==> src/rtl/info_frame_byte_stuffing_framer_unit_defines.svh <==
// Assertion macros for the information frame byte stuffing framer.
// Depends on nothing; the asserting file supplies clk_i and rst_ni.
`ifndef INFO_FRAME_BYTE_STUFFING_FRAMER_UNIT_DEFINES_SVH
`define INFO_FRAME_BYTE_STUFFING_FRAMER_UNIT_DEFINES_SVH

// The consequent must hold in the same cycle as the antecedent.
`define IFBSF_ASSERT_NOW(lbl, ante, cons, msg) \
  lbl: assert property (@(posedge clk_i) disable iff (!rst_ni) (ante) |-> (cons)) \
    else $error(msg);

// The consequent must hold in the cycle after the antecedent.
`define IFBSF_ASSERT_NEXT(lbl, ante, cons, msg) \
  lbl: assert property (@(posedge clk_i) disable iff (!rst_ni) (ante) |=> (cons)) \
    else $error(msg);

`endif

==> src/rtl/ifbsf_pkg.sv <==
// Shared types, constants and helpers of the information frame framer.
// Used by every module of the block; depends on nothing.
package ifbsf_pkg;

  localparam int unsigned QueueDepth  = 2;
  localparam int unsigned CfgIdxWidth = 3;

  localparam logic [CfgIdxWidth-1:0] CfgFlag      = 3'd0;
  localparam logic [CfgIdxWidth-1:0] CfgAddress   = 3'd1;
  localparam logic [CfgIdxWidth-1:0] CfgEscape    = 3'd2;
  localparam logic [CfgIdxWidth-1:0] CfgEscFlag   = 3'd3;
  localparam logic [CfgIdxWidth-1:0] CfgEscEscape = 3'd4;
  localparam logic [CfgIdxWidth-1:0] CfgCtrlZero  = 3'd5;
  localparam logic [CfgIdxWidth-1:0] CfgCtrlOne   = 3'd6;

  localparam logic [7:0] RstFlag      = 8'd126;
  localparam logic [7:0] RstAddress   = 8'd3;
  localparam logic [7:0] RstEscape    = 8'd125;
  localparam logic [7:0] RstEscFlag   = 8'd94;
  localparam logic [7:0] RstEscEscape = 8'd93;
  localparam logic [7:0] RstCtrlZero  = 8'd0;
  localparam logic [7:0] RstCtrlOne   = 8'd64;

  typedef enum logic [1:0] {
    CLS_PLAIN,
    CLS_FLAG,
    CLS_ESC
  } byte_cls_e;

  typedef struct packed {
    logic [7:0] flag;
    logic [7:0] addr;
    logic [7:0] esc;
    logic [7:0] esc_flag;
    logic [7:0] esc_esc;
    logic [7:0] ctrl0;
    logic [7:0] ctrl1;
  } cfg_t;

  typedef struct packed {
    logic       hdr;
    logic       seq;
    logic [7:0] data;
    byte_cls_e  data_cls;
    logic       last;
    logic [7:0] chk;
    byte_cls_e  chk_cls;
  } desc_t;

  // A byte equal to both flag and escape counts as a flag.
  function automatic byte_cls_e classify(logic [7:0] b, cfg_t cfg);
    byte_cls_e cls;
    if (b == cfg.flag) begin
      cls = CLS_FLAG;
    end else if (b == cfg.esc) begin
      cls = CLS_ESC;
    end else begin
      cls = CLS_PLAIN;
    end
    return cls;
  endfunction

endpackage

==> src/rtl/ifbsf_front.sv <==
// Front end: accepts payload bytes, tracks the open frame and its check byte,
// and classifies each request into a descriptor. Depends on ifbsf_pkg.
module ifbsf_front (
  input  logic              clk_i,
  input  logic              rst_ni,
  input  ifbsf_pkg::cfg_t   cfg_i,
  input  logic              push_i,
  input  logic              full_i,
  input  logic [7:0]        payload_byte_i,
  input  logic              sequence_bit_i,
  input  logic              last_payload_i,
  output logic              wr_o,
  output ifbsf_pkg::desc_t  desc_o
);

  logic       inside_q, inside_d;
  logic [7:0] check_q, check_d;
  logic [7:0] new_chk;

  assign wr_o    = push_i & ~full_i;
  assign new_chk = inside_q ? (check_q ^ payload_byte_i) : payload_byte_i;

  always_comb begin
    desc_o.hdr      = ~inside_q;
    desc_o.seq      = sequence_bit_i;
    desc_o.data     = payload_byte_i;
    desc_o.data_cls = ifbsf_pkg::classify(payload_byte_i, cfg_i);
    desc_o.last     = last_payload_i;
    desc_o.chk      = new_chk;
    desc_o.chk_cls  = ifbsf_pkg::classify(new_chk, cfg_i);
  end

  always_comb begin
    inside_d = inside_q;
    check_d  = check_q;
    if (wr_o) begin
      inside_d = ~last_payload_i;
      check_d  = last_payload_i ? 8'd0 : new_chk;
    end
  end

  always_ff @(posedge clk_i or negedge rst_ni) begin
    if (!rst_ni) begin
      inside_q <= 1'b0;
      check_q  <= 8'd0;
    end else begin
      inside_q <= inside_d;
      check_q  <= check_d;
    end
  end

endmodule

==> src/rtl/ifbsf_queue.sv <==
// Small descriptor queue between the front end and the back end.
// Depends on ifbsf_pkg for the descriptor type.
module ifbsf_queue #(
  parameter int unsigned Depth = ifbsf_pkg::QueueDepth
) (
  input  logic              clk_i,
  input  logic              rst_ni,
  input  logic              wr_i,
  input  ifbsf_pkg::desc_t  wdata_i,
  input  logic              rd_i,
  output ifbsf_pkg::desc_t  rdata_o,
  output logic              empty_o,
  output logic              full_o
);

  localparam int unsigned PtrW = (Depth > 1) ? $clog2(Depth) : 1;
  localparam int unsigned CntW = $clog2(Depth + 1);

  ifbsf_pkg::desc_t mem_q [Depth];
  logic [PtrW-1:0]  wr_ptr_q, wr_ptr_d;
  logic [PtrW-1:0]  rd_ptr_q, rd_ptr_d;
  logic [CntW-1:0]  cnt_q, cnt_d;

  assign empty_o = (cnt_q == '0);
  assign full_o  = (cnt_q == CntW'(Depth));
  assign rdata_o = mem_q[rd_ptr_q];

  always_comb begin
    wr_ptr_d = wr_ptr_q;
    rd_ptr_d = rd_ptr_q;
    cnt_d    = cnt_q;
    if (wr_i) begin
      wr_ptr_d = (wr_ptr_q == PtrW'(Depth - 1)) ? '0 : wr_ptr_q + 1'b1;
    end
    if (rd_i) begin
      rd_ptr_d = (rd_ptr_q == PtrW'(Depth - 1)) ? '0 : rd_ptr_q + 1'b1;
    end
    if (wr_i && !rd_i) begin
      cnt_d = cnt_q + 1'b1;
    end else if (rd_i && !wr_i) begin
      cnt_d = cnt_q - 1'b1;
    end
  end

  always_ff @(posedge clk_i) begin
    if (wr_i) begin
      mem_q[wr_ptr_q] <= wdata_i;
    end
  end

  always_ff @(posedge clk_i or negedge rst_ni) begin
    if (!rst_ni) begin
      wr_ptr_q <= '0;
      rd_ptr_q <= '0;
      cnt_q    <= '0;
    end else begin
      wr_ptr_q <= wr_ptr_d;
      rd_ptr_q <= rd_ptr_d;
      cnt_q    <= cnt_d;
    end
  end

endmodule

==> src/rtl/ifbsf_back.sv <==
// Back end: walks each descriptor through the header (when it opens a frame), stuffed
// data and, for the last byte, check and closing flag, one line byte per cycle into the
// output register while it is empty or being popped. Depends on ifbsf_pkg.
module ifbsf_back (
  input  logic              clk_i,
  input  logic              rst_ni,
  input  ifbsf_pkg::cfg_t   cfg_i,
  input  ifbsf_pkg::desc_t  desc_i,
  input  logic              desc_valid_i,
  output logic              deq_o,
  input  logic              pop_i,
  output logic              empty_o,
  output logic [7:0]        line_byte_o,
  output logic              run_last_o,
  output logic              frame_end_o
);

  localparam logic [3:0] StStart = 4'd0;
  localparam logic [3:0] StFlag  = 4'd1;
  localparam logic [3:0] StAddr  = 4'd2;
  localparam logic [3:0] StCtrl  = 4'd3;
  localparam logic [3:0] StHcs   = 4'd4;
  localparam logic [3:0] StD0    = 4'd5;
  localparam logic [3:0] StD1    = 4'd6;
  localparam logic [3:0] StC0    = 4'd7;
  localparam logic [3:0] StC1    = 4'd8;
  localparam logic [3:0] StClose = 4'd9;

  logic [3:0] step_q, step_d, cur, nxt;
  logic       valid_q, valid_d;
  logic [7:0] byte_q, byte_d, ctrl, out_byte;
  logic       last_q, last_d;
  logic       fend_q, fend_d;
  logic       fend, done, adv, out_ready;

  assign out_ready = ~valid_q | pop_i;
  assign adv       = desc_valid_i & out_ready;
  assign cur       = (step_q == StStart) ? (desc_i.hdr ? StFlag : StD0) : step_q;
  assign ctrl      = desc_i.seq ? cfg_i.ctrl1 : cfg_i.ctrl0;
  assign done      = (nxt == StStart);
  assign deq_o     = adv & done;

  always_comb begin
    out_byte = cfg_i.flag;
    fend     = 1'b0;
    nxt      = StStart;
    case (cur)
      StFlag: begin
        out_byte = cfg_i.flag;
        nxt      = StAddr;
      end
      StAddr: begin
        out_byte = cfg_i.addr;
        nxt      = StCtrl;
      end
      StCtrl: begin
        out_byte = ctrl;
        nxt      = StHcs;
      end
      StHcs: begin
        out_byte = cfg_i.addr ^ ctrl;
        nxt      = StD0;
      end
      StD0: begin
        if (desc_i.data_cls == ifbsf_pkg::CLS_PLAIN) begin
          out_byte = desc_i.data;
          nxt      = desc_i.last ? StC0 : StStart;
        end else begin
          out_byte = cfg_i.esc;
          nxt      = StD1;
        end
      end
      StD1: begin
        out_byte = (desc_i.data_cls == ifbsf_pkg::CLS_FLAG) ? cfg_i.esc_flag
                                                            : cfg_i.esc_esc;
        nxt      = desc_i.last ? StC0 : StStart;
      end
      StC0: begin
        if (desc_i.chk_cls == ifbsf_pkg::CLS_PLAIN) begin
          out_byte = desc_i.chk;
          nxt      = StClose;
        end else begin
          out_byte = cfg_i.esc;
          nxt      = StC1;
        end
      end
      StC1: begin
        out_byte = (desc_i.chk_cls == ifbsf_pkg::CLS_FLAG) ? cfg_i.esc_flag
                                                           : cfg_i.esc_esc;
        nxt      = StClose;
      end
      StClose: begin
        out_byte = cfg_i.flag;
        fend     = 1'b1;
        nxt      = StStart;
      end
      default: begin
        out_byte = cfg_i.flag;
        nxt      = StStart;
      end
    endcase
  end

  always_comb begin
    step_d  = step_q;
    valid_d = valid_q;
    byte_d  = byte_q;
    last_d  = last_q;
    fend_d  = fend_q;
    if (adv) begin
      step_d  = nxt;
      valid_d = 1'b1;
      byte_d  = out_byte;
      last_d  = done;
      fend_d  = fend;
    end else if (pop_i) begin
      valid_d = 1'b0;
    end
  end

  always_ff @(posedge clk_i or negedge rst_ni) begin
    if (!rst_ni) begin
      step_q  <= StStart;
      valid_q <= 1'b0;
    end else begin
      step_q  <= step_d;
      valid_q <= valid_d;
    end
  end

  always_ff @(posedge clk_i) begin
    byte_q <= byte_d;
    last_q <= last_d;
    fend_q <= fend_d;
  end

  assign empty_o     = ~valid_q;
  assign line_byte_o = byte_q;
  assign run_last_o  = last_q;
  assign frame_end_o = fend_q;

endmodule

==> src/rtl/info_frame_byte_stuffing_framer_unit.sv <==
// Top level of the information frame byte stuffing framer: configuration
// registers, front end, descriptor queue and back end.
// Depends on ifbsf_pkg, ifbsf_front, ifbsf_queue, ifbsf_back and the defines header.
//
//   Channel   Handshake            Payload
//   input     push_i / full_o      payload_byte_i, sequence_bit_i, last_payload_i
//   result    empty_o / pop_i      line_byte_o, run_last_o, frame_end_o
//   config    cfg_we_i             cfg_idx_i, cfg_data_i
//
// The back end sends one line byte per cycle while a descriptor waits and the result
// register is empty or popped, so a request yields 1 to 9 line bytes: one or two for a
// mid-frame byte, four more with the header, up to three more with the check and closing
// flag. The front end takes a request every cycle while the descriptor queue has room,
// so headers and trailers are absorbed. Reset empties the queue and the output register,
// closes any open frame and loads the default register values. A held result stalls the back end, then the input.

`include "info_frame_byte_stuffing_framer_unit_defines.svh"

module info_frame_byte_stuffing_framer_unit #(
  parameter int unsigned QueueDepth = ifbsf_pkg::QueueDepth
) (
  input  logic                              clk_i,
  input  logic                              rst_ni,
  input  logic                              cfg_we_i,
  input  logic [ifbsf_pkg::CfgIdxWidth-1:0] cfg_idx_i,
  input  logic [7:0]                        cfg_data_i,
  input  logic                              push_i,
  output logic                              full_o,
  input  logic [7:0]                        payload_byte_i,
  input  logic                              sequence_bit_i,
  input  logic                              last_payload_i,
  output logic                              empty_o,
  input  logic                              pop_i,
  output logic [7:0]                        line_byte_o,
  output logic                              run_last_o,
  output logic                              frame_end_o
);

  ifbsf_pkg::cfg_t  cfg_q, cfg_d;
  ifbsf_pkg::desc_t wr_desc, rd_desc;
  logic             wr, deq, q_empty;

  always_comb begin
    cfg_d = cfg_q;
    if (cfg_we_i) begin
      case (cfg_idx_i)
        ifbsf_pkg::CfgFlag:      cfg_d.flag     = cfg_data_i;
        ifbsf_pkg::CfgAddress:   cfg_d.addr     = cfg_data_i;
        ifbsf_pkg::CfgEscape:    cfg_d.esc      = cfg_data_i;
        ifbsf_pkg::CfgEscFlag:   cfg_d.esc_flag = cfg_data_i;
        ifbsf_pkg::CfgEscEscape: cfg_d.esc_esc  = cfg_data_i;
        ifbsf_pkg::CfgCtrlZero:  cfg_d.ctrl0    = cfg_data_i;
        ifbsf_pkg::CfgCtrlOne:   cfg_d.ctrl1    = cfg_data_i;
        default:                 cfg_d          = cfg_q;
      endcase
    end
  end

  always_ff @(posedge clk_i or negedge rst_ni) begin
    if (!rst_ni) begin
      cfg_q.flag     <= ifbsf_pkg::RstFlag;
      cfg_q.addr     <= ifbsf_pkg::RstAddress;
      cfg_q.esc      <= ifbsf_pkg::RstEscape;
      cfg_q.esc_flag <= ifbsf_pkg::RstEscFlag;
      cfg_q.esc_esc  <= ifbsf_pkg::RstEscEscape;
      cfg_q.ctrl0    <= ifbsf_pkg::RstCtrlZero;
      cfg_q.ctrl1    <= ifbsf_pkg::RstCtrlOne;
    end else begin
      cfg_q <= cfg_d;
    end
  end

  ifbsf_front u_front (
    .clk_i          (clk_i),
    .rst_ni         (rst_ni),
    .cfg_i          (cfg_q),
    .push_i         (push_i),
    .full_i         (full_o),
    .payload_byte_i (payload_byte_i),
    .sequence_bit_i (sequence_bit_i),
    .last_payload_i (last_payload_i),
    .wr_o           (wr),
    .desc_o         (wr_desc)
  );

  ifbsf_queue #(
    .Depth (QueueDepth)
  ) u_queue (
    .clk_i   (clk_i),
    .rst_ni  (rst_ni),
    .wr_i    (wr),
    .wdata_i (wr_desc),
    .rd_i    (deq),
    .rdata_o (rd_desc),
    .empty_o (q_empty),
    .full_o  (full_o)
  );

  ifbsf_back u_back (
    .clk_i        (clk_i),
    .rst_ni       (rst_ni),
    .cfg_i        (cfg_q),
    .desc_i       (rd_desc),
    .desc_valid_i (~q_empty),
    .deq_o        (deq),
    .pop_i        (pop_i),
    .empty_o      (empty_o),
    .line_byte_o  (line_byte_o),
    .run_last_o   (run_last_o),
    .frame_end_o  (frame_end_o)
  );

  `IFBSF_ASSERT_NOW(a_deq_has_desc, deq, !q_empty, "descriptor taken from an empty queue")
  `IFBSF_ASSERT_NOW(a_close_is_last, !empty_o && frame_end_o, run_last_o, "closing flag not last")
  `IFBSF_ASSERT_NOW(a_close_is_flag, !empty_o && frame_end_o, line_byte_o == cfg_q.flag,
                    "closing byte differs from the flag")
  `IFBSF_ASSERT_NEXT(a_push_fills, push_i && !full_o && !deq, !q_empty, "request lost in queue")

endmodule

==> config.mk <==
export PLATFORM = sky130hd
export DESIGN_NAME = info_frame_byte_stuffing_framer_unit
export DESIGN_NICKNAME = d
export VERILOG_FILES = /design/src/rtl/ifbsf_pkg.sv /design/src/rtl/ifbsf_front.sv /design/src/rtl/ifbsf_queue.sv /design/src/rtl/ifbsf_back.sv /design/src/rtl/info_frame_byte_stuffing_framer_unit.sv
export VERILOG_INCLUDE_DIRS = /design/src /design/src/rtl
export SDC_FILE = /design/constraint.sdc
export NUM_CORES = 1
export LEC_CHECK = 0
export ABC_CLOCK_PERIOD_IN_PS = 5200
export BUFFER_PORTS_ARGS = -buffer_cell sky130_fd_sc_hd__buf_2
export CAP_MARGIN = 30
export CORE_ASPECT_RATIO = 1.75
export CORE_MARGIN = 2
export CORE_UTILIZATION = 40
export CTS_CLUSTER_DIAMETER = 150
export DETAILED_ROUTE_END_ITERATION = 10
export HOLD_SLACK_MARGIN = 0.08
export REMOVE_ABC_BUFFERS = 1
export SYNTH_ARGS = -nofsm -noshare
export SYNTH_HDL_FRONTEND = slang
export SYNTH_SLANG_ARGS = --single-unit
==> constraint.sdc <==
create_clock -name clk_i -period 5.2 [get_ports clk_i]
set_clock_uncertainty 0.1 [all_clocks]
set_input_delay 0.52 -clock clk_i [delete_from_list [all_inputs] [get_ports clk_i]]
set_output_delay 0.52 -clock clk_i [all_outputs]
set_load 0.1 [all_outputs]
==> results of run 1 <==
## worst max-delay path: stages (launching register included)
cell and delay (ns):
sky130_fd_sc_hd__dfrtp_1 0.60, sky130_fd_sc_hd__buf_4 0.39, sky130_fd_sc_hd__mux2i_4 0.54, sky130_fd_sc_hd__mux2i_1 0.18, sky130_fd_sc_hd__a21o_1 0.22, sky130_fd_sc_hd__a2111oi_2 0.34, sky130_fd_sc_hd__a41oi_1 0.16
## cell usage after synthesis, types with 2 or more instances
library cell	n
sky130_fd_sc_hd__nor2_1	24
sky130_fd_sc_hd__inv_1	17
sky130_fd_sc_hd__mux2i_1	28
sky130_fd_sc_hd__nor4_1	2
sky130_fd_sc_hd__o21ai_0	18
sky130_fd_sc_hd__xnor2_1	21
sky130_fd_sc_hd__a41oi_1	4
sky130_fd_sc_hd__and3b_1	2
sky130_fd_sc_hd__nand4_1	5
sky130_fd_sc_hd__buf_2	7
sky130_fd_sc_hd__a21oi_1	11
sky130_fd_sc_hd__nand4b_1	3
sky130_fd_sc_hd__nor3b_1	2
sky130_fd_sc_hd__nor3b_2	2
sky130_fd_sc_hd__a311oi_1	4
sky130_fd_sc_hd__nand2b_1	13
sky130_fd_sc_hd__dfrtp_1	49
sky130_fd_sc_hd__mux2_2	67
sky130_fd_sc_hd__o21a_1	4
sky130_fd_sc_hd__xor3_1	3
sky130_fd_sc_hd__nor2b_1	4
sky130_fd_sc_hd__a2111oi_2	3
sky130_fd_sc_hd__a21o_1	5
sky130_fd_sc_hd__a31oi_1	11
sky130_fd_sc_hd__xor2_1	21
sky130_fd_sc_hd__dfstp_2	25
sky130_fd_sc_hd__nor3_1	8
sky130_fd_sc_hd__edfxtp_1	56
sky130_fd_sc_hd__nand2_1	42
sky130_fd_sc_hd__and3_1	3
sky130_fd_sc_hd__a21boi_0	3
sky130_fd_sc_hd__clkbuf_1	13
sky130_fd_sc_hd__a211oi_1	13
sky130_fd_sc_hd__a22oi_1	5
sky130_fd_sc_hd__nand3_1	4
sky130_fd_sc_hd__nor3_2	3
sky130_fd_sc_hd__o211ai_1	6
## layer usage
metal  vias to the layer above  GRT usage [%]  part of all wire [%]
met5                         -              0                     0
met4                         0           8.00                   2.9
met3                        23           3.02                   2.3
met2                        71           35.2                    58
met1                      2146           20.2                    37
li1                       2041              -                     -
## stage by stage
stage               cell area, um2  power, mW
floorplan                     6480       3.00
global placement              6940       3.42
detailed placement            6980       3.49
CTS                           7580       4.71
global route                  7620       4.94
finish                        7620       4.68
## flip-flops by register name (all words and copies together) (netlist names)
register	count
u_front.check_q	8
u_back.valid_q	1
u_back.line_byte_o	8
u_back.run_last_o	1
u_back.frame_end_o	1
u_queue.cnt_q	2
u_queue.wr_ptr_q	1
u_queue.mem_q	46
u_back.step_q	4
u_front.inside_q	1
u_queue.rd_ptr_q	1
cfg_q	56
## final cells by class
class	count	share of cell area, %
inverters	17	0.837
repair buffers	44	3.81
multi-input cells	362	37.5
clock inverters	13	2.13
well taps	192	3.15
flip-flops and latches	130	46.8
clock buffers	19	5.81
## power groups by stage
stage / Combinational, mW / Sequential (mW) / Clock [mW]
2_1_floorplan: 1.03 / 1.97 / 0
6_report: 1.75 / 1.73 / 1.21
3_5_place_dp: 1.75 / 1.74 / 0
3_3_place_gp: 1.68 / 1.74 / 0
5_1_grt: 1.89 / 1.77 / 1.28
4_1_cts: 1.76 / 1.73 / 1.23
## how the worst max path moves through the flow
stage	endpoint	startpoint	slack, ns
floorplan	u_back.line_byte_o[6]	u_queue.rd_ptr_q	2.26
global placement	u_back.line_byte_o[0]	u_queue.rd_ptr_q	2.44
detailed placement	u_back.line_byte_o[3]	u_queue.rd_ptr_q	2.33
CTS	u_back.line_byte_o[3]	u_queue.rd_ptr_q	2.33
global route	u_back.line_byte_o[2]	u_queue.rd_ptr_q	2.12
finish	u_back.line_byte_o[0]	u_queue.rd_ptr_q	2.34
## cells by family after synthesis
| group | count (synthesis) |
|---|---|
| DFF | 130 |
| AOI/OAI and AO/OA | 95 |
| buffers and inverters | 39 |
| and+or+nand+nor | 124 |
| adders and majority gates | 1 |
| muxes | 96 |
| xor gates and xnor gates | 46 |
## repair_timing
item,CTS,global route
hold endpoints to repair,0,5
hold buffers,0,1
setup buffers,0,0
==> run summary, run 1 <==
The flow ran to the end, and the final reports show no timing, DRC or antenna violations. Clock tree synthesis inserted a total of 17 buffers. Most frequent standard cell in the layout excluding fill and tap cells: sky130_fd_sc_hd__mux2_2. In the routed design, unresolved DRC markers number 0.

For this design the total switching power over the nets is 1.82 mW. The run gives 777 as the number of standard cells in the layout, taps in and fillers out. The maximum number of pins on one net before global-route repair is 75, and the weighted congestion at the end of routability-driven global placement is 0.859. Prior to clock tree synthesis, the placed netlist has a worst setup slack of 2.33 ns.

The kind of start point of the critical path is a flop. The run gives 40.4% as the initial core utilization. The number of cells on the worst hold path was 1; the number of sinks driven by the clock tree was 130. The die outline height came out at 174 um. The final net count was 599; the count of instances resized after the clock tree is built was 0. For the combined area of the multi-input logic cells, the log shows 2860 um2. The critical path in this run is classified as reg -> reg. The number of slew-limit violations in the final report is 0. On the final layout, the worst hold slack is 0.183 ns. Across the run, the number of max-cap violations was 0. Setup repair after global routing left no endpoint under its margin. The Yosys warning count was 0; the maximum fanout encountered on the critical timing path was 24. The first global-routing pass estimated 24.7 mm of wire. Of the total synthesized cell area, the portion taken by AND, OR, NAND and NOR gates is 9.88%. The logs give 743 for the total placed cells including tap cells and 2.86 ns for the arrival time of data at the critical path endpoint. The number of flip-flops and latches in the synthesized netlist was 130.

Compared with the post-synthesis result, the final layout area differs by 15.7%. Die footprint: 17,500 um2. Pin placement for this block handled 38 I/O pins.

The top cell types in the final layout, fill and taps aside, are sky130_fd_sc_hd__mux2_2 (67), sky130_fd_sc_hd__edfxtp_1 (56), sky130_fd_sc_hd__dfrtp_1 (49), sky130_fd_sc_hd__nand2_1 (42), sky130_fd_sc_hd__buf_2 (36). Post-detailed-route via-to-cell ratio: 5.51. Sequential cells were found to cover 54.1% of the synthesized design area. The tools report the clock latency at the later pin of the worst-skew pair as 0.42 ns. The number of distinct library cells after synthesis came out at 57.

Final critical-path setup slack: 2.34 ns. Cell internal power was estimated by the tool at 2.86 mW. The run gives 37.3% as the share of power burned in combinational logic. The startpoint of the lowest-slack register-to-register path was u_queue.rd_ptr_q.

The smallest clock period supported by the final layout is computed as 2.86 ns. Maximum ir drop on the vdd rail: 0.187 mV. Summing the areas of all compound-gate instances in the mapped netlist gives 10.2% of the synthesized area.

The total of buffers placed on input and output ports came out at 37. The setup check on the worst reg-to-reg path leaves a slack of 2.34 ns. In this run the number of H-tree levels came out at 4. The final-layout setup total negative slack is 0 ns. CTS placed an instance of sky130_fd_sc_hd__clkbuf_16 at the clock tree root. For the pin with the worst max-slew slack, the measured transition is 0.971 ns. The CTS clock-pin slew for the worst setup and hold paths is 0.06 ns. The number of global-route vias before repair was 4,518; the post-detailed-route count of antenna-violating nets was 0. TritonCTS built the clock tree.

The endpoint identified for the worst register-to-register timing path is u_back.line_byte_o[0]. The number of antenna repair diodes was 0; the summed instance area of the synthesized netlist was 6590 um2. Setup violations remaining at the end of the flow were counted as 0.

The final number of hold-violating endpoints is 0, and the power share of the clock group is 25.8%. The floorplan step defined a core boundary enclosing 16,300 um2. Measured in cells, the most critical reg-to-reg path has a length of 6. The analysis attributes to cell leakage a power of 2.98 nW. The worst-case clock buffer depth was 2.

Of the post-synthesis cell area, the dominant cell type holds 25.5%. The worst setup path is captured at a flop. Counting flops with a built-in enable in the synthesized netlist gives 56. In this run the tightest slew margin relative to its limit is 35.2%. The part of the cycle the worst path needs is 55.0%. In the final layout, flip-flops and latches occupy 3560 um2.

Row generation in the floorplan step produced 62 rows. The run gives 11.8 mm as the final HPWL from detailed placement. After synthesis, the largest family of logic cells by area is multiplexers. Of all cell types, the one taking the most synthesized area is sky130_fd_sc_hd__edfxtp_1.

The run gives 5.20 ns as the worst path required time. Number of detailed-routing iterations run before antenna repair: 4. The portion of synthesized area spent on multiplexers is 16.1%.

In this run the most critical hold path is launched from sequence_bit_i. The total overflow left after global routing is 0. The kind of path behind the tightest hold check is in -> reg.

In the post-synthesis netlist, the biggest area contributors are sky130_fd_sc_hd__edfxtp_1 (26%), sky130_fd_sc_hd__dfrtp_1 (19%), sky130_fd_sc_hd__mux2_2 (11%). The total wire length is 15.6 mm, and the total routing resource utilization after global routing is 18.8%. In the synthesized netlist, the number of instances is 531.

The ratio of cells with drive above 1 in the final layout came out at 30.6%. The die width was 101 um. The power density over the cells came out at 615 nW/um2. Once layout is complete, the utilization of the core stands at 46.8%. The post-synthesis average cell area is 12.4 um2.

In the synthesized netlist the async set-or-reset flop fraction comes to 56.9%. For this run, the leading register cell type out of synthesis is sky130_fd_sc_hd__edfxtp_1. The switching part of the total works out to 38.9%.

The post-synthesis share of cell area spent on xor and xnor gates came out at 7.01%. After detailed routing, the average wire length per cell comes to 20.1 um. The worst hold path terminates at u_queue.mem_q[0][21]. The number of vias in the routed layout is 4,281, and the initial antenna violation count is 0.

The first routing iteration left 210 violations. Sequential cells burn 36.9% of the power. The synthesized netlist devotes 0.190% of its cell area to adder and majority cells. Derived from the worst setup path, the maximum achievable clock frequency is 350 MHz. Counting the fill cells in the layout gives 1,500.
No activity file was read; power rests on OpenSTA's default activity.
==> run 2: changes to the inputs <==
--- a/config.mk
+++ b/config.mk
@@ -6,7 +6,8 @@
 export SDC_FILE = /design/constraint.sdc
 export NUM_CORES = 1
 export LEC_CHECK = 0
-export ABC_CLOCK_PERIOD_IN_PS = 5200
+export ABC_AREA = 1
+export ABC_CLOCK_PERIOD_IN_PS = 2400
 export BUFFER_PORTS_ARGS = -buffer_cell sky130_fd_sc_hd__buf_2
 export CAP_MARGIN = 30
 export CORE_ASPECT_RATIO = 1.75
==> constraint.sdc (replaced) <==
create_clock -name clk_i -period 2.4 [get_ports clk_i]
set_clock_uncertainty 0.1 [all_clocks]
set_input_delay 0.24 -clock clk_i [delete_from_list [all_inputs] [get_ports clk_i]]
set_output_delay 0.24 -clock clk_i [all_outputs]
set_load 0.1 [all_outputs]
==> run 2 against run 1 <==
- utilization grew 2.3 points
- critical path depth is 7 higher
- combinational power rose to 2.5 times the previous value
- synthesized area decreased by 1.3%
- worst hold slack worse by 0.099 ns
- global-route usage is 1.9 points higher
- routed wire length rose by 8.1%
- final area is 2.2% higher
- first-iteration DRC count rose by 27%
==> run summary, run 2 <==
The run finished with clean final reports. The largest stage delay on the critical path works out to 0.45 ns (was 0.60 ns). The register area is 3570 um2 (was 3560 um2).

The run gives 448 MHz (was 350 MHz) as the maximum clock frequency. The leakage power is 3.53 nW (was 2.98 nW). The main combinational cell family by area after synthesis is simple AND/OR/NAND/NOR gates (was multiplexers). The number of vias in the routed layout is 5,201 (was 4,281), and the worst-case hold slack is 0.0842 ns (was 0.183 ns).

For the switching power total, the log shows 4.41 mW (was 1.82 mW). The layout overhead on the synthesized area works out to 19.8% (was 15.7%). Regs by FF count: cfg_q (56), u_queue.mem_q (46) (unchanged). The root buffer cell was sky130_fd_sc_hd__clkbuf_16 (unchanged). Most common library cells after synthesis: sky130_fd_sc_hd__nand2_1 (211), sky130_fd_sc_hd__o21ai_0 (91), sky130_fd_sc_hd__inv_1 (75), sky130_fd_sc_hd__edfxtp_1 (56), sky130_fd_sc_hd__nor2_1 (52) (was sky130_fd_sc_hd__mux2_2 (67), sky130_fd_sc_hd__edfxtp_1 (56), sky130_fd_sc_hd__dfrtp_1 (49), sky130_fd_sc_hd__nand2_1 (42), sky130_fd_sc_hd__mux2i_1 (28)). Area contributors post-synth: sky130_fd_sc_hd__edfxtp_1 (26%), sky130_fd_sc_hd__dfrtp_1 (19%), sky130_fd_sc_hd__nand2_1 (12%) (was sky130_fd_sc_hd__edfxtp_1 (26%), sky130_fd_sc_hd__dfrtp_1 (19%), sky130_fd_sc_hd__mux2_2 (11%)). The most common cell in the netlist is sky130_fd_sc_hd__nand2_1 (was sky130_fd_sc_hd__mux2_2).

The maximum fanout encountered on the critical timing path came out at 11 (was 24). Kind of start point of the critical path: a flop (unchanged). The final critical-path setup slack is 0.165 ns (was 2.34 ns), and the cell-internal power is 6.08 mW (was 2.86 mW). The power density over the cells is 1350 nW/um2 (was 615 nW/um2), and the average wire length per cell after detail routing is 16.4 um (was 20.1 um). The most used flip-flop cell after synthesis is sky130_fd_sc_hd__edfxtp_1 (unchanged). The run gives 0 ns (unchanged) as the final-layout setup total negative slack.

The critical path class was reg -> reg (unchanged). The Yosys warning count is 0 (unchanged), and the die width is 100 um (was 101 um). The post-synthesis cell type with the largest combined area is sky130_fd_sc_hd__edfxtp_1 (unchanged). The post-detailed-route via-to-cell ratio is 5.06 (was 5.51), and the area of the core region is 15,900 um2 (was 16,300 um2). The maximum ir drop on the vdd rail is 0.442 mV (was 0.187 mV), and the compound-gate portion of the synthesized area is 10.8% (was 10.2%). The run gives 54.8% (was 54.1%) as the post-synthesis sequential area ratio. Arrival time of data at the critical path endpoint: 2.44 ns (was 2.86 ns). The weighted congestion at the end of routability-driven global placement is 0.940 (was 0.859), and the CTS clock-pin slew for the worst setup and hold paths is 0.06 ns (about the same). The total of buffers placed on input and output ports was 37 (unchanged). The master of the slowest instance on the critical path was sky130_fd_sc_hd__dfrtp_2 (was sky130_fd_sc_hd__dfrtp_1). TritonCTS built the clock tree. The number of DRC markers after the initial detailed-route iteration is 267 (was 210), and the overall power is 10.5 mW (was 4.68 mW). The run gives 0 (unchanged) as the remaining design rule violation count. The die outline height is 173 um (was 174 um). The post-synthesis share of cell area spent on xor and xnor gates was 5.66% (was 7.01%); the I/O pin total was 38 (unchanged). The total clock buffers created by CTS is 17 (unchanged), and the measured slew at the worst slew-check pin is 0.706 ns (was 0.971 ns).

The number of sinks driven by the clock tree is 130 (unchanged), and the global-route congestion overflow total is 0 (unchanged). Sequential fraction of design power: 33.1% (was 36.9%). The standard-cell row count came out at 61 (was 62). The share of synthesized cell area in and, or, nand and nor gates was 22.2% (was 9.88%); the number of cells produced by synthesis was 747 (was 531).

The power share of the clock group was 25.0% (was 25.8%); the number of slew-limit violations in the final report was 0 (unchanged). The kind of path behind the tightest hold check is in -> reg (unchanged). The maximum number of pins on one net before global-route repair was 75 (unchanged); the initial core utilization was 41.0% (was 40.4%). Cells along the critical path: buf_6, nand2_1, nand2_1, nand2_1, nand2_2, nand4_1, nand3_1, nor2_2, nand3_2, ha_1, a21oi_1, o21ai_1, xor2_1 (was buf_4, mux2i_4, mux2i_1, a21o_1, a2111oi_2, a41oi_1).

The number of antenna repair diodes was 0 (unchanged). For the clock latency at the later pin of the worst-skew pair, the log shows 0.43 ns (was 0.42 ns). The number of global-route vias before repair was 5,247 (was 4,518).

The worst-case clock buffer depth came out at 2 (unchanged). The post-placement setup slack was 0.0581 ns (was 2.33 ns); the final critical-path required period was 2.23 ns (was 2.86 ns). The tools report the share of power burned in combinational logic as 41.9% (was 37.3%). The number of distinct library cells after synthesis came out at 33 (was 57).

Worst-case headroom to the max-slew limit: 52.7% (was 35.2%). Total routing resource utilization after global routing: 20.6% (was 18.8%). The number of flip-flops in the largest register is 56 (unchanged), and the post-detailed-route count of antenna-violating nets is 0 (unchanged). The switching part of the total works out to 42.1% (was 38.9%). The multiplexer share of the synthesized area is 0% (was 16.1%). The summed instance area of the synthesized netlist was 6500 um2 (was 6590 um2). The part of the cycle the worst path needs was 93.1% (was 55.0%). The type of destination of the critical path is a flop (unchanged). The logs give 17,300 um2 (was 17,500 um2) for the die footprint and 1,539 (was 1,500) for the fill cell instance count of the final layout.

The deepest level of the CTS H-tree was 4 (unchanged). The fraction of synthesized cell area taken by the top area cell type was 25.9% (was 25.5%). Most frequent standard cell in the layout excluding fill and tap cells: sky130_fd_sc_hd__nand2_1 (was sky130_fd_sc_hd__mux2_2). The logs give 0 (unchanged) for the initial antenna violation count and 0 (unchanged) for the setup violation total in the final timing report.

For the final HPWL from detailed placement, the log shows 12.5 mm (was 11.8 mm). Top library cells by usage in the layout, fill and taps aside: sky130_fd_sc_hd__nand2_1 (211), sky130_fd_sc_hd__o21ai_0 (90), sky130_fd_sc_hd__inv_1 (75), sky130_fd_sc_hd__edfxtp_1 (56), sky130_fd_sc_hd__nor2_1 (49) (was sky130_fd_sc_hd__mux2_2 (67), sky130_fd_sc_hd__edfxtp_1 (56), sky130_fd_sc_hd__dfrtp_1 (49), sky130_fd_sc_hd__nand2_1 (42), sky130_fd_sc_hd__buf_2 (36)). The tools report the worst path required time as 2.60 ns (was 5.20 ns).

For the total wire length, the log shows 16.9 mm (was 15.6 mm). Register ranked first by flip-flop count: cfg_q (unchanged). The run gives 27.4 mm (was 24.7 mm) as the first-pass GRT wire length.

Critical path's most frequent cell: sky130_fd_sc_hd__nand2_1. For the combined area of the multi-input logic cells, the log shows 2530 um2 (was 2860 um2). The tools report the number of detailed-routing iterations run before antenna repair as 5 (was 4). The tools report the final net count as 852 (was 599). The number of flip-flops and latches in the synthesized netlist came out at 130 (unchanged). Post-synthesis async set-or-reset flop share: 56.9% (unchanged).

The ratio of cells with drive above 1 in the final layout is 18.3% (was 30.6%), and the number of flops mapped to enable cells by yosys is 56 (unchanged). The adder and majority gate portion of the synthesized area works out to 0.192% (was 0.190%). Post-synthesis average cell area: 8.70 um2 (was 12.4 um2). The run gives 0 (unchanged) as the final number of hold-violating endpoints. For the number of maximum-capacitance violations, the log shows 0 (unchanged).
[run 2: path summary, 6_finish.rpt]
kind | from | to | slack, ns | cells after the start
worst min register to register | cfg_q[0] | cfg_q[0] | 0.38 | 2
max in group asynchronous | rst_ni | cfg_q[16] | 1.53 | 3
worst max-delay path | u_queue.rd_ptr_q | u_queue.cnt_q[1] | 0.17 | 13
min in group asynchronous | rst_ni | cfg_q[45] | 0.28 | 3
worst min-delay path | cfg_data_i[2] | cfg_q[10] | 0.08 | 3
worst max register to register | u_queue.rd_ptr_q | u_queue.cnt_q[1] | 0.17 | 13
[run 2: logic make-up after synthesis]
group	count (synthesis)
DFF	130
adders and majority gates	1
buffers and inverters	101
xor gates and xnor gates	42
and+or+nand+nor	341
AOI/OAI and AO/OA	132
[run 2: power by group through the flow]
stage | Combinational, mW | Clock (mW) | Sequential, mW
final | 4.39 | 2.62 | 3.47
after global routing | 4.83 | 2.76 | 3.55
after CTS | 4.34 | 2.66 | 3.47
after detailed placement | 4.31 | 0 | 3.50
after global placement | 4.28 | 0 | 3.49
after floorplan | 2.30 | 0 | 4.08
[run 2: repair_timing]
item	in CTS	in global routing
hold endpoints to repair	90	0
gates resized for setup	0	5
setup buffers	0	2
hold buffers	12	0
setup endpoints to repair	0	1
[run 2: per-stage QoR]
| stage | util [%] | instance area (um2) | cells |
|---|---|---|---|
| 2_1_floorplan | - | 6400 | 727 |
| 3_3_place_gp | 44.4 | 7050 | 981 |
| 3_5_place_dp | 44.4 | 7050 | 981 |
| 4_1_cts | 48.9 | 7760 | 1025 |
| 5_1_grt | 49.1 | 7790 | 1027 |
| 6_report | 49.1 | 7790 | 1027 |
[run 2: cell type report]
class,count,share of cell area (%)
clock buffer,17,5.46
clock inverter,15,2.14
inverter,81,4.00
multi-input combinational,516,32.5
sequential,130,45.8
tap,189,3.04
timing repair buffer,79,7.05
[run 2: routing by layer]
metal,vias to the layer above,share of wire (%),GRT usage [%]
li1,2612,-,-
met1,2423,39,23.2
met2,122,53,36.5
met3,44,3.6,3.80
met4,0,3.7,10.6
met5,-,0,0
[run 2: worst max-delay path, delay by kind of cell, from the launching register on]
kind	cells	cell delay, ns
AO/OA/AOI/OAI	2	0.21
buffers and inverters	1	0.16
adder cells (fa/ha/maj)	1	0.31
flip-flops	1	0.45
XOR/XNOR	1	0.14
AND/OR/NAND/NOR	8	0.74
==> run 3: changes to the inputs <==
--- a/config.mk
+++ b/config.mk
@@ -7,11 +7,10 @@
 export NUM_CORES = 1
 export LEC_CHECK = 0
 export ABC_AREA = 1
-export ABC_CLOCK_PERIOD_IN_PS = 2400
+export ABC_CLOCK_PERIOD_IN_PS = 2100
 export BUFFER_PORTS_ARGS = -buffer_cell sky130_fd_sc_hd__buf_2
 export CAP_MARGIN = 30
 export CORE_ASPECT_RATIO = 1.75
-export CORE_MARGIN = 2
 export CORE_UTILIZATION = 40
 export CTS_CLUSTER_DIAMETER = 150
 export DETAILED_ROUTE_END_ITERATION = 10
@@ -19,4 +18,5 @@
 export REMOVE_ABC_BUFFERS = 1
 export SYNTH_ARGS = -nofsm -noshare
 export SYNTH_HDL_FRONTEND = slang
+export SYNTH_HIERARCHICAL = 1
 export SYNTH_SLANG_ARGS = --single-unit
==> constraint.sdc (replaced) <==
create_clock -name clk_i -period 2.1 [get_ports clk_i]
set_clock_uncertainty 0.1 [all_clocks]
set_input_delay 0.21 -clock clk_i [delete_from_list [all_inputs] [get_ports clk_i]]
set_output_delay 0.21 -clock clk_i [all_outputs]
set_load 0.1 [all_outputs]
==> run 3 against run 2 <==
- the run now ends with negative setup slack left
- count of clock-buffer cells in the layout grew 12
- combinational power grew 52%
- fmax shrank 1.3%
- via count grew 20%
- routed wire length grew 25%
- highest routed layer unchanged
==> run summary, run 3 <==
Regs by FF count: cfg_q (56), u_queue/mem_q (46) (was cfg_q (56), u_queue.mem_q (46)). The worst-case headroom to the max-slew limit was 62.9% (was 52.7%). The total of buffers placed on input and output ports is 37 (unchanged), and the number of slew-limit violations in the final report is 0 (unchanged). The share of power burned in combinational logic was 49.1% (was 41.9%); the number of flip-flops in the largest register was 56 (unchanged). The logs give 442 MHz (was 448 MHz) for the maximum clock frequency and 4.46 nW (was 3.53 nW) for the leakage power. The number of flip-flops and latches in the synthesized netlist was 130 (unchanged). The flow ran to the end, but the final reports show violations. The layer with the highest usage after global routing was met2 (unchanged).

The maximum fanout encountered on the critical timing path was 5 (was 11). Most common library cells after synthesis: sky130_fd_sc_hd__nand2_1 (336), sky130_fd_sc_hd__nand3_1 (85), sky130_fd_sc_hd__nor2_1 (73), sky130_fd_sc_hd__inv_1 (66), sky130_fd_sc_hd__edfxtp_1 (56) (was sky130_fd_sc_hd__nand2_1 (211), sky130_fd_sc_hd__o21ai_0 (91), sky130_fd_sc_hd__inv_1 (75), sky130_fd_sc_hd__edfxtp_1 (56), sky130_fd_sc_hd__nor2_1 (52)). The cell-internal power was 8.01 mW (was 6.08 mW). The cell area reported after detailed placement was 7980 um2 (was 7050 um2); the fraction of synthesized cell area taken by the top area cell type was 23.2% (was 25.9%). The logs give 18,700 um2 (was 17,300 um2) for the die footprint and 0.885 (was 0.940) for the weighted congestion at the end of routability-driven global placement. The tools report the total wire length as 21.2 mm (was 16.9 mm). Adder and majority gate portion of the synthesized area: 0.173% (was 0.192%).

The CTS clock-pin slew for the worst setup and hold paths was 0.06 ns (about the same); the measured slew at the worst slew-check pin was 0.555 ns (was 0.706 ns). The root buffer cell was sky130_fd_sc_hd__clkbuf_16 (unchanged). The run gives 1,723 (was 1,539) as the fill cell instance count of the final layout. For the summed instance area of the synthesized netlist, the log shows 7240 um2 (was 6500 um2). The kind of start point of the critical path is a flop (unchanged). The register ranked first by flip-flop count was cfg_q (unchanged).

The switching power total was 5.62 mW (was 4.41 mW). The run gives 30.1% (was 33.1%) as the sequential fraction of design power. The global-route congestion overflow total was 0 (unchanged); the ratio of cells with drive above 1 in the final layout was 28.1% (was 18.3%). The register area was 3570 um2 (unchanged). The critical path class was reg -> reg (unchanged).

The logs give 3.70% (was 3.80%) for the met3 track demand over resource and 24.4% (was 23.2%) for the met1 track demand over resource. The final reports fail on negative setup slack. The tools report the deepest level of the CTS H-tree as 4 (unchanged). Most common cell in the netlist: sky130_fd_sc_hd__nand2_1 (unchanged). The worst path required time was 2.31 ns (was 2.60 ns).

The worst-case clock buffer depth is 2 (unchanged), and the number of distinct library cells after synthesis is 39 (was 33). For the met2 capacity usage during global routing, the log shows 42.2% (was 36.5%). The total clock buffers created by CTS is 17 (unchanged), and the post-synthesis average cell area is 8.34 um2 (was 8.70 um2).

The final critical-path required period is 2.26 ns (was 2.23 ns), and the share of synthesized cell area in and, or, nand and nor gates is 32.3% (was 22.2%). The tools report the final critical-path setup slack as -0.164 ns (was 0.165 ns). The power share of the clock group is 20.8% (was 25.0%).

The initial antenna violation count is 0 (unchanged). The remaining design rule violation count is 0 (unchanged). Post-synthesis cell type with the largest combined area: sky130_fd_sc_hd__edfxtp_1 (unchanged).

The final net count came out at 1,030 (was 852). For the number of DRC markers after the initial detailed-route iteration, the log shows 261 (was 267). The tools report the number of vias in the routed layout as 6,259 (was 5,201). The first-pass GRT wire length is 33.2 mm (was 27.4 mm), and the part of the cycle the worst path needs is 108% (was 93.1%). The switching part of the total is 41.2% (was 42.1%).

Number of antenna repair diodes: 0 (unchanged). The number of maximum-capacitance violations was 0 (unchanged). Area contributors post-synth: sky130_fd_sc_hd__edfxtp_1 (23%), sky130_fd_sc_hd__nand2_1 (17%), sky130_fd_sc_hd__dfrtp_1 (17%) (was sky130_fd_sc_hd__edfxtp_1 (26%), sky130_fd_sc_hd__dfrtp_1 (19%), sky130_fd_sc_hd__nand2_1 (12%)).

The number of flops mapped to enable cells by yosys was 56 (unchanged); the number of sinks driven by the clock tree was 130 (unchanged). The die outline height was 180 um (was 173 um). The run gives 0 (unchanged) as the final number of hold-violating endpoints. The most frequent standard cell in the layout excluding fill and tap cells was sky130_fd_sc_hd__nand2_1 (unchanged).

The post-synthesis share of cell area spent on xor and xnor gates works out to 2.30% (was 5.66%). The post-synthesis sequential area ratio was 49.2% (was 54.8%); the power density over the cells was 1470 nW/um2 (was 1350 nW/um2). TritonCTS built the clock tree.

The run gives 0.779 mV (was 0.442 mV) as the maximum ir drop on the vdd rail. The logs give 2.47 ns (was 2.44 ns) for the arrival time of data at the critical path endpoint and 23.6% (was 20.6%) for the total routing resource utilization after global routing. The number of detailed-routing iterations run before antenna repair came out at 5 (unchanged). Average wire length per cell after detail routing: 17.0 um (was 16.4 um). The total placed cells including tap cells came out at 1,169 (was 981). The clock latency at the later pin of the worst-skew pair was 0.42 ns (was 0.43 ns); the layout overhead on the synthesized area was 28.3% (was 19.8%). The tools report the number of cells produced by synthesis as 868 (was 747). Most used flip-flop cell after synthesis: sky130_fd_sc_hd__edfxtp_1 (unchanged).

The post-detailed-route count of antenna-violating nets was 0 (unchanged); the post-synthesis async set-or-reset flop share was 56.9% (unchanged). Top library cells by usage in the layout, fill and taps aside: sky130_fd_sc_hd__nand2_1 (323), sky130_fd_sc_hd__nand3_1 (74), sky130_fd_sc_hd__inv_1 (62), sky130_fd_sc_hd__buf_4 (61), sky130_fd_sc_hd__nor2_1 (59) (was sky130_fd_sc_hd__nand2_1 (211), sky130_fd_sc_hd__o21ai_0 (90), sky130_fd_sc_hd__inv_1 (75), sky130_fd_sc_hd__edfxtp_1 (56), sky130_fd_sc_hd__nor2_1 (49)). The initial core utilization came out at 41.1% (was 41.0%). The area of the core region was 17,600 um2 (was 15,900 um2).

The run gives 15.5 mm (was 12.5 mm) as the final HPWL from detailed placement. Setup repair after global routing could not meet its margin everywhere. The utilization after layout was 52.7% (was 49.1%).

The Yosys warning count is 6 (was 0). The I/O pin total was 38 (unchanged). The main combinational cell family by area after synthesis was simple AND/OR/NAND/NOR gates (unchanged).

The number of standard cells in the layout, taps in and fillers out is 1,247 (was 1,027), and the maximum number of pins on one net before global-route repair is 39 (was 75). Combined area of the multi-input logic cells: 3420 um2 (was 2530 um2). The compound-gate portion of the synthesized area works out to 4.32% (was 10.8%). Die width: 104 um (was 100 um). The tools report the type of destination of the critical path as a flop (unchanged). The setup violation total in the final timing report was 11 (was 0); the number of global-route vias before repair was 6,309 (was 5,247). The multiplexer share of the synthesized area is 4.56% (was 0%). The kind of path behind the tightest hold check is in -> reg (unchanged). The logs give 64 (was 61) for the standard-cell row count and 9290 um2 (was 7790 um2) for the cell area after layout. The post-detailed-route via-to-cell ratio was 5.02 (was 5.06).
## run 3: cell types whose count changed after synthesis, sizes merged, moves of 5 or more
cell | previous run | this run
nor2 | 55 | 84
nor4 | 5 | 0
xnor2 | 32 | 11
clkbuf | 11 | 0
nand2 | 221 | 341
o211ai | 3 | 9
mux2 | 0 | 23
inv | 81 | 75
buf | 9 | 24
a211oi | 8 | 1
o21ai | 97 | 27
a21oi | 23 | 11
nand3 | 24 | 86
## run 3: repair_timing
| item | CTS | global route |
|---|---|---|
| gates cloned | 0 | 1 |
| endpoints found under the hold margin | 130 | 0 |
| pin swaps | 19 | 35 |
| gates resized for setup | 55 | 46 |
| hold buffers | 26 | 0 |
| endpoints found under the setup margin | 11 | 13 |
| setup buffers | 12 | 10 |
## run 3: critical path: stages (launching register included)
cell and delay (ns):
sky130_fd_sc_hd__dfrtp_2 0.44, sky130_fd_sc_hd__buf_6 0.15, sky130_fd_sc_hd__mux2_4 0.31, sky130_fd_sc_hd__nor2_4 0.13, sky130_fd_sc_hd__inv_2 0.05, sky130_fd_sc_hd__nor2_2 0.08
sky130_fd_sc_hd__nand4_1 0.13, sky130_fd_sc_hd__nand4_2 0.15, sky130_fd_sc_hd__nor3_2 0.06, sky130_fd_sc_hd__inv_1 0.10, sky130_fd_sc_hd__ha_4 0.21, sky130_fd_sc_hd__inv_2 0.06
sky130_fd_sc_hd__nand3_2 0.06, sky130_fd_sc_hd__nand2_1 0.06, sky130_fd_sc_hd__nand2_1 0.05
## run 3: final timing paths
check | startpoint | endpoint | slack, ns | cells past startpoint
hold reg to reg | cfg_q[6] | cfg_q[6] | 0.37 | 2
setup / recovery | u_queue/rd_ptr_q | u_queue/cnt_q[1] | -0.16 | 14
max in group asynchronous | rst_ni | cfg_q[40] | 1.16 | 3
setup reg to reg | u_queue/rd_ptr_q | u_queue/cnt_q[1] | -0.16 | 14
min in group asynchronous | rst_ni | cfg_q[46] | 0.12 | 2
hold / removal | cfg_we_i | cfg_q[29] | 0.10 | 5
## run 3: through the flow
step                      worst slack [ns]  power (mW)  setup TNS, ns  hold WS (ns)
after floorplan                      -1.27        7.61         -73.08        -0.186
after global placement              -0.193        9.65          -1.72        0.0117
after detailed placement            -0.302        9.69          -2.40       0.00933
after CTS                           -0.170        13.2         -0.372        0.0922
after global routing                -0.258        14.4          -2.04         0.124
final                               -0.164        13.6          -1.03         0.102
## run 3: routing by layer
layer	up-vias	wire length, um	part of all wire, %
li1	3087	-	-
met1	2931	7870	37
met2	179	11100	52
met3	62	715	3.4
met4	0	1510	7.2
met5	-	0	0
## run 3: kinds of logic after synthesis
group,after synthesis
simple gates,542
flops,130
buf+inv,102
compound gates,51
mux,23
xor+xnor,19
fa+ha+maj,1
## run 3: cell type report
class	instances	area share [%]
clock buffers	29	5.95
repair buffers	139	12.3
inverters	78	3.22
multi-input cells	637	36.8
well taps	231	3.11
flip-flops and latches	130	38.4
clock inverters	3	0.189
## run 3: power by group through the flow
stage | sequential, mW | clock [mW] | combinational [mW]
after CTS | 4.08 | 2.88 | 6.23
after global routing | 4.17 | 2.97 | 7.22
after floorplan | 4.75 | 0 | 2.86
after detailed placement | 4.11 | 0 | 5.58
after global placement | 4.09 | 0 | 5.55
final | 4.10 | 2.83 | 6.69
